### src/hdl/ftsm_pkg.sv
`default_nettype none

package ftsm_pkg;

    localparam int BOUND_BITS = 24;
    localparam int CFG_IDX_BITS = 3;
    localparam int BUCKETS = 5;

    localparam logic [1:0] CMD_BEGIN = 2'd0;
    localparam logic [1:0] CMD_END   = 2'd1;
    localparam logic [1:0] CMD_SNAP  = 2'd2;

    localparam logic [CFG_IDX_BITS-1:0] CFG_ENABLE       = 3'd0;
    localparam logic [CFG_IDX_BITS-1:0] CFG_BOUND_FIRST  = 3'd1;
    localparam logic [CFG_IDX_BITS-1:0] CFG_BOUND_SECOND = 3'd2;
    localparam logic [CFG_IDX_BITS-1:0] CFG_BOUND_THIRD  = 3'd3;
    localparam logic [CFG_IDX_BITS-1:0] CFG_BOUND_FOURTH = 3'd4;

    localparam logic [BOUND_BITS-1:0] BOUND_FIRST_RST  = 24'd17500;
    localparam logic [BOUND_BITS-1:0] BOUND_SECOND_RST = 24'd21000;
    localparam logic [BOUND_BITS-1:0] BOUND_THIRD_RST  = 24'd26000;
    localparam logic [BOUND_BITS-1:0] BOUND_FOURTH_RST = 24'd34500;

    typedef struct packed {
        logic                  enable;
        logic [BOUND_BITS-1:0] bound_first;
        logic [BOUND_BITS-1:0] bound_second;
        logic [BOUND_BITS-1:0] bound_third;
        logic [BOUND_BITS-1:0] bound_fourth;
    } cfg_t;

endpackage

`default_nettype wire

### src/hdl/ftsm_cfg.sv
`default_nettype none

module ftsm_cfg
    import ftsm_pkg::*;
(
    input  wire logic                    clk,
    input  wire logic                    rst_n,
    input  wire logic                    cfg_valid,
    output logic                         cfg_ready,
    input  wire logic [CFG_IDX_BITS-1:0] cfg_index,
    input  wire logic [BOUND_BITS-1:0]   cfg_data,
    output cfg_t                         cfg
);

    cfg_t cfg_reg;
    cfg_t cfg_next;

    assign cfg_ready = 1'b1;
    assign cfg      = cfg_reg;

    always_comb
    begin
        cfg_next = cfg_reg;
        if (cfg_valid)
        begin
            unique case (cfg_index)
                CFG_ENABLE:       cfg_next.enable       = cfg_data[0];
                CFG_BOUND_FIRST:  cfg_next.bound_first  = cfg_data;
                CFG_BOUND_SECOND: cfg_next.bound_second = cfg_data;
                CFG_BOUND_THIRD:  cfg_next.bound_third  = cfg_data;
                CFG_BOUND_FOURTH: cfg_next.bound_fourth = cfg_data;
                default:          cfg_next = cfg_reg;
            endcase
        end
    end

    always_ff @(posedge clk or negedge rst_n)
    begin
        if (!rst_n)
        begin
            cfg_reg.enable       <= 1'b0;
            cfg_reg.bound_first  <= BOUND_FIRST_RST;
            cfg_reg.bound_second <= BOUND_SECOND_RST;
            cfg_reg.bound_third  <= BOUND_THIRD_RST;
            cfg_reg.bound_fourth <= BOUND_FOURTH_RST;
        end
        else
        begin
            cfg_reg <= cfg_next;
        end
    end

endmodule

`default_nettype wire

### src/hdl/ftsm_stats.sv
`default_nettype none

module ftsm_stats
    import ftsm_pkg::*;
#(
    parameter int TIME_BITS  = 48,
    parameter int COUNT_BITS = 32
)
(
    input  wire logic                  clk,
    input  wire logic                  rst_n,
    input  wire logic                  go,
    input  wire logic [1:0]            cmd,
    input  wire logic [TIME_BITS-1:0]  now,
    input  wire cfg_t                  cfg,
    output logic [COUNT_BITS-1:0]      frames,
    output logic [TIME_BITS-1:0]       isum,
    output logic [TIME_BITS-1:0]       imax,
    output logic [TIME_BITS-1:0]       psum,
    output logic [COUNT_BITS-1:0]      hist [BUCKETS]
);

    logic [TIME_BITS-1:0]  last_begin_reg,  last_begin_next;
    logic                  have_begin_reg,  have_begin_next;
    logic [TIME_BITS-1:0]  pstart_reg,      pstart_next;
    logic [COUNT_BITS-1:0] frames_reg,      frames_next;
    logic [TIME_BITS-1:0]  isum_reg,        isum_next;
    logic [TIME_BITS-1:0]  imax_reg,        imax_next;
    logic [TIME_BITS-1:0]  psum_reg,        psum_next;
    logic [COUNT_BITS-1:0] hist_reg [BUCKETS];
    logic [COUNT_BITS-1:0] hist_next [BUCKETS];

    logic [TIME_BITS-1:0]  iv;
    logic [TIME_BITS-1:0]  pv;
    logic [TIME_BITS:0]    isum_wide;
    logic [TIME_BITS:0]    psum_wide;
    logic [BUCKETS-1:0]    hit;

    assign iv        = now - last_begin_reg;
    assign pv        = now - pstart_reg;
    assign isum_wide = {1'b0, isum_reg} + {1'b0, iv};
    assign psum_wide = {1'b0, psum_reg} + {1'b0, pv};

    // first bound not exceeded picks the bucket
    always_comb
    begin
        hit = '0;
        priority if (iv <= TIME_BITS'(cfg.bound_first))
            hit[0] = 1'b1;
        else if (iv <= TIME_BITS'(cfg.bound_second))
            hit[1] = 1'b1;
        else if (iv <= TIME_BITS'(cfg.bound_third))
            hit[2] = 1'b1;
        else if (iv <= TIME_BITS'(cfg.bound_fourth))
            hit[3] = 1'b1;
        else
            hit[4] = 1'b1;
    end

    always_comb
    begin
        last_begin_next = last_begin_reg;
        have_begin_next = have_begin_reg;
        pstart_next     = pstart_reg;
        frames_next     = frames_reg;
        isum_next       = isum_reg;
        imax_next       = imax_reg;
        psum_next       = psum_reg;
        for (int i = 0; i < BUCKETS; i++)
        begin
            hist_next[i] = hist_reg[i];
        end
        if (go)
        begin
            if (cmd == CMD_BEGIN && cfg.enable)
            begin
                if (have_begin_reg)
                begin
                    if (frames_reg != '1)
                        frames_next = frames_reg + COUNT_BITS'(1);
                    isum_next = isum_wide[TIME_BITS] ? '1 : isum_wide[TIME_BITS-1:0];
                    if (iv > imax_reg)
                        imax_next = iv;
                    for (int i = 0; i < BUCKETS; i++)
                    begin
                        if (hit[i] && hist_reg[i] != '1)
                            hist_next[i] = hist_reg[i] + COUNT_BITS'(1);
                    end
                end
                last_begin_next = now;
                have_begin_next = 1'b1;
                pstart_next     = now;
            end
            else if (cmd == CMD_END && cfg.enable && have_begin_reg)
            begin
                psum_next = psum_wide[TIME_BITS] ? '1 : psum_wide[TIME_BITS-1:0];
            end
            else if (cmd == CMD_SNAP)
            begin
                frames_next = '0;
                isum_next   = '0;
                imax_next   = '0;
                psum_next   = '0;
                for (int i = 0; i < BUCKETS; i++)
                begin
                    hist_next[i] = '0;
                end
            end
        end
    end

    always_ff @(posedge clk or negedge rst_n)
    begin
        if (!rst_n)
        begin
            last_begin_reg <= '0;
            have_begin_reg <= 1'b0;
            pstart_reg     <= '0;
            frames_reg     <= '0;
            isum_reg       <= '0;
            imax_reg       <= '0;
            psum_reg       <= '0;
            for (int i = 0; i < BUCKETS; i++)
            begin
                hist_reg[i] <= '0;
            end
        end
        else
        begin
            last_begin_reg <= last_begin_next;
            have_begin_reg <= have_begin_next;
            pstart_reg     <= pstart_next;
            frames_reg     <= frames_next;
            isum_reg       <= isum_next;
            imax_reg       <= imax_next;
            psum_reg       <= psum_next;
            for (int i = 0; i < BUCKETS; i++)
            begin
                hist_reg[i] <= hist_next[i];
            end
        end
    end

    assign frames = frames_reg;
    assign isum   = isum_reg;
    assign imax   = imax_reg;
    assign psum   = psum_reg;
    always_comb
    begin
        for (int i = 0; i < BUCKETS; i++)
        begin
            hist[i] = hist_reg[i];
        end
    end

    a_snap_clears: assert property (@(posedge clk) disable iff (!rst_n)
        go && cmd == CMD_SNAP |=> frames_reg == '0 && psum_reg == '0 && imax_reg == '0)
        else $error("snapshot did not clear statistics");

    a_max_within_sum: assert property (@(posedge clk) disable iff (!rst_n)
        imax_reg <= isum_reg)
        else $error("interval maximum above interval sum");

    a_history_kept: assert property (@(posedge clk) disable iff (!rst_n)
        have_begin_reg |=> have_begin_reg)
        else $error("timing history lost");

    a_no_begin_no_frames: assert property (@(posedge clk) disable iff (!rst_n)
        !have_begin_reg |-> frames_reg == '0 && isum_reg == '0)
        else $error("frame measured without a previous begin");

endmodule

`default_nettype wire

### src/hdl/ftsm_result.sv
`default_nettype none

module ftsm_result
    import ftsm_pkg::*;
#(
    parameter int TIME_BITS  = 48,
    parameter int COUNT_BITS = 32
)
(
    input  wire logic                  clk,
    input  wire logic                  rst_n,
    input  wire logic                  load,
    input  wire logic [COUNT_BITS-1:0] frames,
    input  wire logic [TIME_BITS-1:0]  isum,
    input  wire logic [TIME_BITS-1:0]  imax,
    input  wire logic [TIME_BITS-1:0]  psum,
    input  wire logic [COUNT_BITS-1:0] hist [BUCKETS],
    input  wire logic                  out_stall,
    output logic                       out_valid,
    output logic [COUNT_BITS-1:0]      frame_count,
    output logic [TIME_BITS-1:0]       frame_time_sum,
    output logic [TIME_BITS-1:0]       frame_time_max,
    output logic [TIME_BITS-1:0]       present_time_sum,
    output logic [COUNT_BITS-1:0]      bucket_zero,
    output logic [COUNT_BITS-1:0]      bucket_one,
    output logic [COUNT_BITS-1:0]      bucket_two,
    output logic [COUNT_BITS-1:0]      bucket_three,
    output logic [COUNT_BITS-1:0]      bucket_four
);

    logic valid_reg, valid_next;

    assign valid_next = load | (valid_reg & out_stall);
    assign out_valid  = valid_reg;

    always_ff @(posedge clk or negedge rst_n)
    begin
        if (!rst_n)
            valid_reg <= 1'b0;
        else
            valid_reg <= valid_next;
    end

    always_ff @(posedge clk)
    begin
        if (load)
        begin
            frame_count      <= frames;
            frame_time_sum   <= isum;
            frame_time_max   <= imax;
            present_time_sum <= psum;
            bucket_zero      <= hist[0];
            bucket_one       <= hist[1];
            bucket_two       <= hist[2];
            bucket_three     <= hist[3];
            bucket_four      <= hist[4];
        end
    end

endmodule

`default_nettype wire

### src/hdl/frame_time_stats_monitor.sv
// channel  direction  handshake            payload
// in       input      in_valid/in_stall    command, time_us
// out      output     out_valid/out_stall  frame_count .. bucket_four
// cfg      input      cfg_valid/cfg_ready  cfg_index, cfg_data
//
// one item per cycle unless a snapshot stalls the input; an item sits in the input register,
// then updates the statistics registers
// a snapshot result passes through the input register and then the result register
// asynchronous active-low reset clears statistics and history and restores the default configuration
// a snapshot waits in the input register while the previous result is untaken,
// stalling the input; other commands never wait
`default_nettype none

module frame_time_stats_monitor
    import ftsm_pkg::*;
#(
    parameter int TIME_BITS  = 48,
    parameter int COUNT_BITS = 32
)
(
    input  wire logic                    clk,
    input  wire logic                    rst_n,
    input  wire logic                    in_valid,
    output logic                         in_stall,
    input  wire logic [1:0]              command,
    input  wire logic [TIME_BITS-1:0]    time_us,
    output logic                         out_valid,
    input  wire logic                    out_stall,
    output logic [COUNT_BITS-1:0]        frame_count,
    output logic [TIME_BITS-1:0]         frame_time_sum,
    output logic [TIME_BITS-1:0]         frame_time_max,
    output logic [TIME_BITS-1:0]         present_time_sum,
    output logic [COUNT_BITS-1:0]        bucket_zero,
    output logic [COUNT_BITS-1:0]        bucket_one,
    output logic [COUNT_BITS-1:0]        bucket_two,
    output logic [COUNT_BITS-1:0]        bucket_three,
    output logic [COUNT_BITS-1:0]        bucket_four,
    input  wire logic                    cfg_valid,
    output logic                         cfg_ready,
    input  wire logic [CFG_IDX_BITS-1:0] cfg_index,
    input  wire logic [BOUND_BITS-1:0]   cfg_data
);

    cfg_t                  cfg;
    logic                  s1_valid_reg, s1_valid_next;
    logic [1:0]            s1_cmd_reg;
    logic [TIME_BITS-1:0]  s1_time_reg;
    logic                  s1_go;
    logic                  accept;
    logic                  load;
    logic [COUNT_BITS-1:0] frames;
    logic [TIME_BITS-1:0]  isum;
    logic [TIME_BITS-1:0]  imax;
    logic [TIME_BITS-1:0]  psum;
    logic [COUNT_BITS-1:0] hist [BUCKETS];

    assign s1_go = s1_valid_reg & ((s1_cmd_reg != CMD_SNAP) | ~out_valid | ~out_stall);
    assign in_stall      = s1_valid_reg & ~s1_go;
    assign accept        = in_valid & ~in_stall;
    assign s1_valid_next = accept | (s1_valid_reg & ~s1_go);
    assign load          = s1_go & (s1_cmd_reg == CMD_SNAP);

    always_ff @(posedge clk or negedge rst_n)
    begin
        if (!rst_n)
            s1_valid_reg <= 1'b0;
        else
            s1_valid_reg <= s1_valid_next;
    end

    always_ff @(posedge clk)
    begin
        if (accept)
        begin
            s1_cmd_reg  <= command;
            s1_time_reg <= time_us;
        end
    end

    ftsm_cfg u_cfg (
        .clk       (clk),
        .rst_n     (rst_n),
        .cfg_valid (cfg_valid),
        .cfg_ready (cfg_ready),
        .cfg_index (cfg_index),
        .cfg_data  (cfg_data),
        .cfg       (cfg)
    );

    ftsm_stats #(
        .TIME_BITS  (TIME_BITS),
        .COUNT_BITS (COUNT_BITS)
    ) u_stats (
        .clk    (clk),
        .rst_n  (rst_n),
        .go     (s1_go),
        .cmd    (s1_cmd_reg),
        .now    (s1_time_reg),
        .cfg    (cfg),
        .frames (frames),
        .isum   (isum),
        .imax   (imax),
        .psum   (psum),
        .hist   (hist)
    );

    ftsm_result #(
        .TIME_BITS  (TIME_BITS),
        .COUNT_BITS (COUNT_BITS)
    ) u_result (
        .clk              (clk),
        .rst_n            (rst_n),
        .load             (load),
        .frames           (frames),
        .isum             (isum),
        .imax             (imax),
        .psum             (psum),
        .hist             (hist),
        .out_stall        (out_stall),
        .out_valid        (out_valid),
        .frame_count      (frame_count),
        .frame_time_sum   (frame_time_sum),
        .frame_time_max   (frame_time_max),
        .present_time_sum (present_time_sum),
        .bucket_zero      (bucket_zero),
        .bucket_one       (bucket_one),
        .bucket_two       (bucket_two),
        .bucket_three     (bucket_three),
        .bucket_four      (bucket_four)
    );

endmodule

`default_nettype wire
### config.mk
export PLATFORM = sky130hd
export DESIGN_NAME = frame_time_stats_monitor
export DESIGN_NICKNAME = d
export VERILOG_FILES = /design/src/hdl/ftsm_pkg.sv /design/src/hdl/ftsm_cfg.sv /design/src/hdl/ftsm_stats.sv /design/src/hdl/ftsm_result.sv /design/src/hdl/frame_time_stats_monitor.sv
export SDC_FILE = /design/constraint.sdc
export NUM_CORES = 2
export LEC_CHECK = 0
export CAP_MARGIN = 20
export CORE_UTILIZATION = 55
export CTS_BUF_LIST = sky130_fd_sc_hd__clkbuf_16
export CTS_CLUSTER_SIZE = 16
export DETAILED_ROUTE_END_ITERATION = 16
export DONT_BUFFER_PORTS = 1
export PLACE_DENSITY_LB_ADDON = 0.08
export SLEW_MARGIN = 40
export SYNTH_ARGS = -nofsm -noshare
export SYNTH_HDL_FRONTEND = slang
export SYNTH_SLANG_ARGS = --single-unit
### constraint.sdc
create_clock -name clk -period 31.1 [get_ports clk]
set_clock_uncertainty 0.1 [all_clocks]
set_input_delay 0 -clock clk [delete_from_list [all_inputs] [get_ports clk]]
set_output_delay 0 -clock clk [all_outputs]
set_load 0.03 [all_outputs]
**Word-level counts from Yosys, hierarchy flattened**

Index checks and enable logic that the tools add are counted.

- Register bits after elaboration: 870
- Output and inout port bits: 339

- Add/sub/neg operators: 9
- Magnitude comparators: 5
- Equality and inequality tests: 22
- Mux-type cells: 32
- Bitwise logic cells: 14
- Reduce and logical (&&, ||, !) cells: 27

Operators with widths:

| cell | number |
|---|---|
| $mux 160 | 4 |
| $mux 48 | 10 |
| $mux 32 | 10 |
| $add 32x1->32 const B | 6 |
| $le 48x24->1 | 4 |
| $ne 32x32->1 const B | 6 |
| $add 48x48->49 | 2 |
| $gt 48x48->1 | 1 |
| $sub 48x48->48 | 1 |
| $reduce_and 5->1 | 7 |
| $ne 2x2->1 const B | 8 |
| $reduce_and 2->1 | 6 |
| $logic_and 1x1->1 | 8 |
| $eq 3x2->1 const B | 2 |
| $and 1x1->1 | 5 |
| $mux 1 | 5 |
| $not 1->1 | 5 |
| $mux 4 | 1 |
| $ne 2x1->1 const B | 2 |
| $or 1x1->1 | 4 |
| $reduce_and 4->1 | 1 |
| $reduce_bool 2->1 | 2 |
| $eq 3x1->1 const B | 1 |
| $eq 3x3->1 const B | 1 |
| other kinds (7) | 7 |

**Depth between registers and ports, before layout**

- Depth in word-level cells: 10
- Gate-level depth with buffers: 26

**By module**

Synthesis repeated with hierarchy kept, for this count alone.

- Cells, all modules: 4041
- Area, all modules: 44567.7 um2

Modules (own cells, without submodules):

| module | times used | cells an instance | area each (um2) |
|---|---|---|---|
| ftsm_stats | 1 | 3432 | 29029.1 |
| ftsm_result | 1 | 338 | 10122.2 |
| ftsm_cfg | 1 | 212 | 3842.4 |
| frame_time_stats_monitor | 1 | 59 | 1574.0 |

**Worst setup path after synthesis**

No wires, ideal clock.

- Kind: reg-to-reg
- Start: reg u_result.valid_reg, in the netlist u_result.out_valid
- End: reg u_result.bucket_four[0], enable pin
- Arrival time: 10.947 ns
- Path slack: 19.222 ns
- Stages on the path, launching flop included: 9
- Path buffers: 3
- Cell sequence: dfrtp_1 -> nand2_1 -> a22o_1 -> and2_1 -> clkbuf_1 -> nand2_1 -> inv_1 -> clkbuf_1 -> clkbuf_1

- Longest elaborated chain between the ends: 5

RTL lines:

| item | RTL line | source |
|---|---|---|
| from (decl) | ftsm_result.sv:31 | `logic valid_reg, valid_next;` |
| from (signal assigned) | ftsm_result.sv:41 | `valid_reg <= valid_next;` |
| $not 1->1 | frame_time_stats_monitor.sv:57 | `assign s1_go = s1_valid_reg & ((s1_cmd_reg != CMD_SNAP) \| ~out_valid \| ~out_stall);` |
| $or 1x1->1 (2 in a row) | frame_time_stats_monitor.sv:57 |  |
| $and 1x1->1 | frame_time_stats_monitor.sv:57 |  |
| $and 1x1->1 | frame_time_stats_monitor.sv:61 | `assign load = s1_go & (s1_cmd_reg == CMD_SNAP);` |
| named net load | frame_time_stats_monitor.sv:50 | `logic load;` |
| to (signal assigned) | ftsm_result.sv:56 | `bucket_four <= hist[4];` |
| to (decl) | ftsm_result.sv:28 | `output logic [COUNT_BITS-1:0] bucket_four` |

The timed path passes the listed nets, and every way through them passes these cells.
A chain may end at the register's enable or synchronous reset.

**Worst setup path in the final report**

- Start: reg s1_time_reg[4]
- End: reg u_stats.imax_reg[18], in the netlist u_stats.imax[18]

- Longest elaborated chain between the ends: 4
- Elaborated cells on any way between the ends: 7

RTL lines:

| item | RTL line | source |
|---|---|---|
| from (decl) | frame_time_stats_monitor.sv:47 | `logic [TIME_BITS-1:0] s1_time_reg;` |
| from (signal assigned) | frame_time_stats_monitor.sv:76 | `s1_time_reg <= time_us;` |
| $sub 48x48->48 * | n/a |  |
| $gt 48x48->1 / $mux 48 (equally long branches) | ftsm_stats.sv:82 | `if (iv > imax_reg)` |
| $ne 2x2->1 (no line) / $mux 48 (equally long branches) | n/a |  |
| $reduce_and 5->1 (no line) / $mux 48 (equally long branches) | n/a |  |
| to (signal assigned) | ftsm_stats.sv:135 | `imax_reg <= imax_next;` |
| to (decl) | ftsm_stats.sv:28 | `logic [TIME_BITS-1:0] imax_reg, imax_next;` |

Mark *: on every way between the ends. The rest lies on a longest branch, timed or not. The select of a mux whose other input is x is not followed.

==> flow_summary.yaml <==
run_status:
  outcome: "finished, final reports clean"
finish:
  drive_above_1_share_pct: 7.73
  fin_util_pct: 63.4
  largest_register_ffs: 160
  final_common_cell: "dfrtp_1"
  final_cells: 5454
  synthToLayoutAreaGrowth_pct: 13.5
  nets: 4703
  n_fill_cell: 6357
  final_cell_mix: "462 x dfrtp_1, 412 x nand2_1, 386 x edfxtp_1"
logic_synthesis:
  synth.distinct_cells: 93
  synth_xor_area_share_pct: 3.21
  synth_edf_count: 386
  syn_inst: 4157
  yosys_warnings: 0
  synth_top_family_by_area: "compound AO/OA/AOI/OAI gates"
  syn-num-nets: 4535
  synth.top_cell.area_share_pct: 26.2
  dominantRegCellSynth: "dfrtp_1"
  synthMuxAreaShare_pct: 1.16
  syn-cell-area_sq_mm: 0.0442
  synth_area_leader_cell: "edfxtp_1"
  async_reset_ff_share_pct: 55.6
  synthAdderAreaFrac_pct: 8.42
  seq_area_frac_synth_pct: 53.6
  avgSynthCellArea_sq_um: 10.6
  yosys-top-cells-area: "edfxtp_1 26%, dfrtp_1 26%, ha_1 8.3%"
  synth_compound_area_share_pct: 16.3
  yosys.area_share.simple_pct: 13.7
  synth_seq_cells: 870
floorplan:
  die_w_microns: 286
  std_cell_rows: 103
  die_area_sq_mm: 0.0816
  die_h_microns: 286
  io_pins: 421
  fp.coreArea_sq_mm: 0.0793
  start_util_pct: 55.8
detailed_routing:
  wl_per_cell_microns: 22.0
  drt-vias-per-instance: 5.98
  routed_wl_microns: 120000
  firstDrtPassIters: 7
  vias: 32600
  met3_wirelength_microns: 8490
  final_antenna_net_count: 0
  wl_met2_microns: 56000
  wl_met1_microns: 52400
  drc: 0
  drt-initial-drc-count: 2595
  highest_layer: "met4"
clocking:
  cts-resized-gates: 0
  cts.sinks: 870
  cts_hold_buffers: 154
  clock_path_buffers: 3
  insertion_delay_ns: 0.66
  cts_buffers: 89
  clk_transition_reported_paths_ns: 0.06
  cts_root_buf: "clkbuf_16"
  cts_setup_buffers: 0
  cts_tree: "done"
  htreeDepth: 3
setup_path:
  crit_path_end_kind: "flip-flop"
  cp.arrival_ns: 7.47
  crit_type: "reg2reg"
  crit_fanout: 26
  cp.required_ns: 31.56
  cp-start-kind: "flip-flop"
place:
  dp_hpwl_microns: 83300
  post-place-ws_ns: 24.15
  dp.cells: 5124
  portBuffers: 0
  globalplace.congestion: 0.923
global_route:
  grt_max_degree: 485
  grt_pass1_vias: 31400
  grt_first_pass_wirelength_microns: 185000
  grt_overflow: 0
  grtUsageTotal_pct: 29.2
  antenna_found_initial: 3
sta:
  fmax_ghz: 0.143
  drv_slew: 0
  fin_ws_ns: 24.09
  setup_tns_ns: 0
  fin_crit_sh_pct: 22.5
  fin_crit_ns: 7.01
  rsz0062_at_grt: "no"
  hold_violations: 0
  max_slew.worst_pin.slew_ns: 0.783
  setup_viol: 0
  maxSlewHeadroom_pct: 46.4
worst_hold_path:
  holdCritPathClass: "in2reg"
job:
  maxCapViolCount: 0
power:
  power_density_mw_per_mm2: 94.0
  total_power_mw: 4.72
  vdd_drop_max_uv: 74.2
  leakagePower_nw: 21.2
## metrics by stage
| step | hold WS [ns] | area (sq um) |
|---|---|---|
| detailed placement | -0.377 | 45700 |
| CTS | 0.00484 | 50100 |
| floorplan | -0.396 | 44200 |
| finish | 0.0245 | 50200 |
| global route | 0.0295 | 50200 |
| global placement | -0.381 | 45600 |
## worst paths after layout
path,startpoint,to,slack [ns],cells past startpoint
setup / recovery,s1_time_reg[4],u_stats.imax[18],24.09,17
hold / removal,cfg_data[14],u_cfg.cfg[62],0.02,3
setup reg to reg,s1_time_reg[4],u_stats.imax[18],24.09,17
hold reg to reg,u_stats.imax[4],u_result.frame_time_max[4],0.38,0
max in group asynchronous,rst_n,u_stats.pstart_reg[24],28.80,6
min in group asynchronous,rst_n,u_stats.frames[16],0.31,3
## cell families after synthesis
family	Yosys count
AND/OR/NAND/NOR	1220
AO/OA/AOI/OAI	1143
flip-flops	870
buffers and inverters	418
adder cells (fa/ha/maj)	296
XOR/XNOR	162
multiplexers	47
other	1
## cells in the mapped netlist, types with 7 or more instances
library cell and count:
a2111oi_0 11, a211o_1 8, a211oi_1 23, a21o_1 118, a21oi_1 308, a221o_1 8
a22o_1 50, a31oi_1 66, and2_1 23, and3_1 57, and4_1 18, buf_1 12
buf_2 15, clkbuf_1 121, dfrtp_1 462, dfstp_2 22, edfxtp_1 386, ha_1 293
inv_1 266, mux2_2 33, mux2i_1 14, nand2_1 414, nand2b_1 45, nand3_1 95
nand4_1 81, nor2_1 217, nor2b_1 27, nor3_1 69, nor3b_1 7, nor4_1 34
o211ai_1 37, o21a_1 34, o21ai_0 303, o21bai_1 21, o311ai_0 9, o31ai_1 64
or2_2 19, or3_1 53, or4_1 30, xnor2_1 96, xor2_1 66
## critical path, cell delays in order (launching register included)
cell	delay (ns)
edfxtp_1	0.40
ha_1	0.42
a21oi_1	0.31
a32oi_2	0.22
a311o_1	0.44
a21oi_1	0.46
o21a_1	0.25
a31oi_1	0.14
or3_1	0.50
ha_1	0.39
nand4_1	0.21
nor4_2	0.60
nand3_1	0.38
nor4_2	0.65
nor2_1	0.17
a21oi_4	0.62
buf_4	0.45
a22o_1	0.20
## power breakdown
part / internal, mW / switching (mW) / total [mW]
Combinational: 0.853 / 1.32 / 2.17
Sequential: 1.36 / 0.163 / 1.52
Clock: 0.568 / 0.463 / 1.03
Total: 2.78 / 1.94 / 4.72
## cell type report
class	instances	area [sq um]	area share (%)
clock buffers	89	2230	4.43
well taps	1050	1310	2.62
flip-flops and latches	870	23700	47.2
inverters	266	1010	2.00
diodes	3	7.51	0.0149
clock inverters	78	576	1.15
repair buffers	229	2280	4.54
multi-input cells	2869	19100	38.0
## layer usage
metal	vias up	track usage, %
li1	15600	-
met1	15900	40.8
met2	965	46.7
met3	144	5.54
met4	0	7.79
met5	-	0
Note: power is estimated with default switching activity, not from simulation.
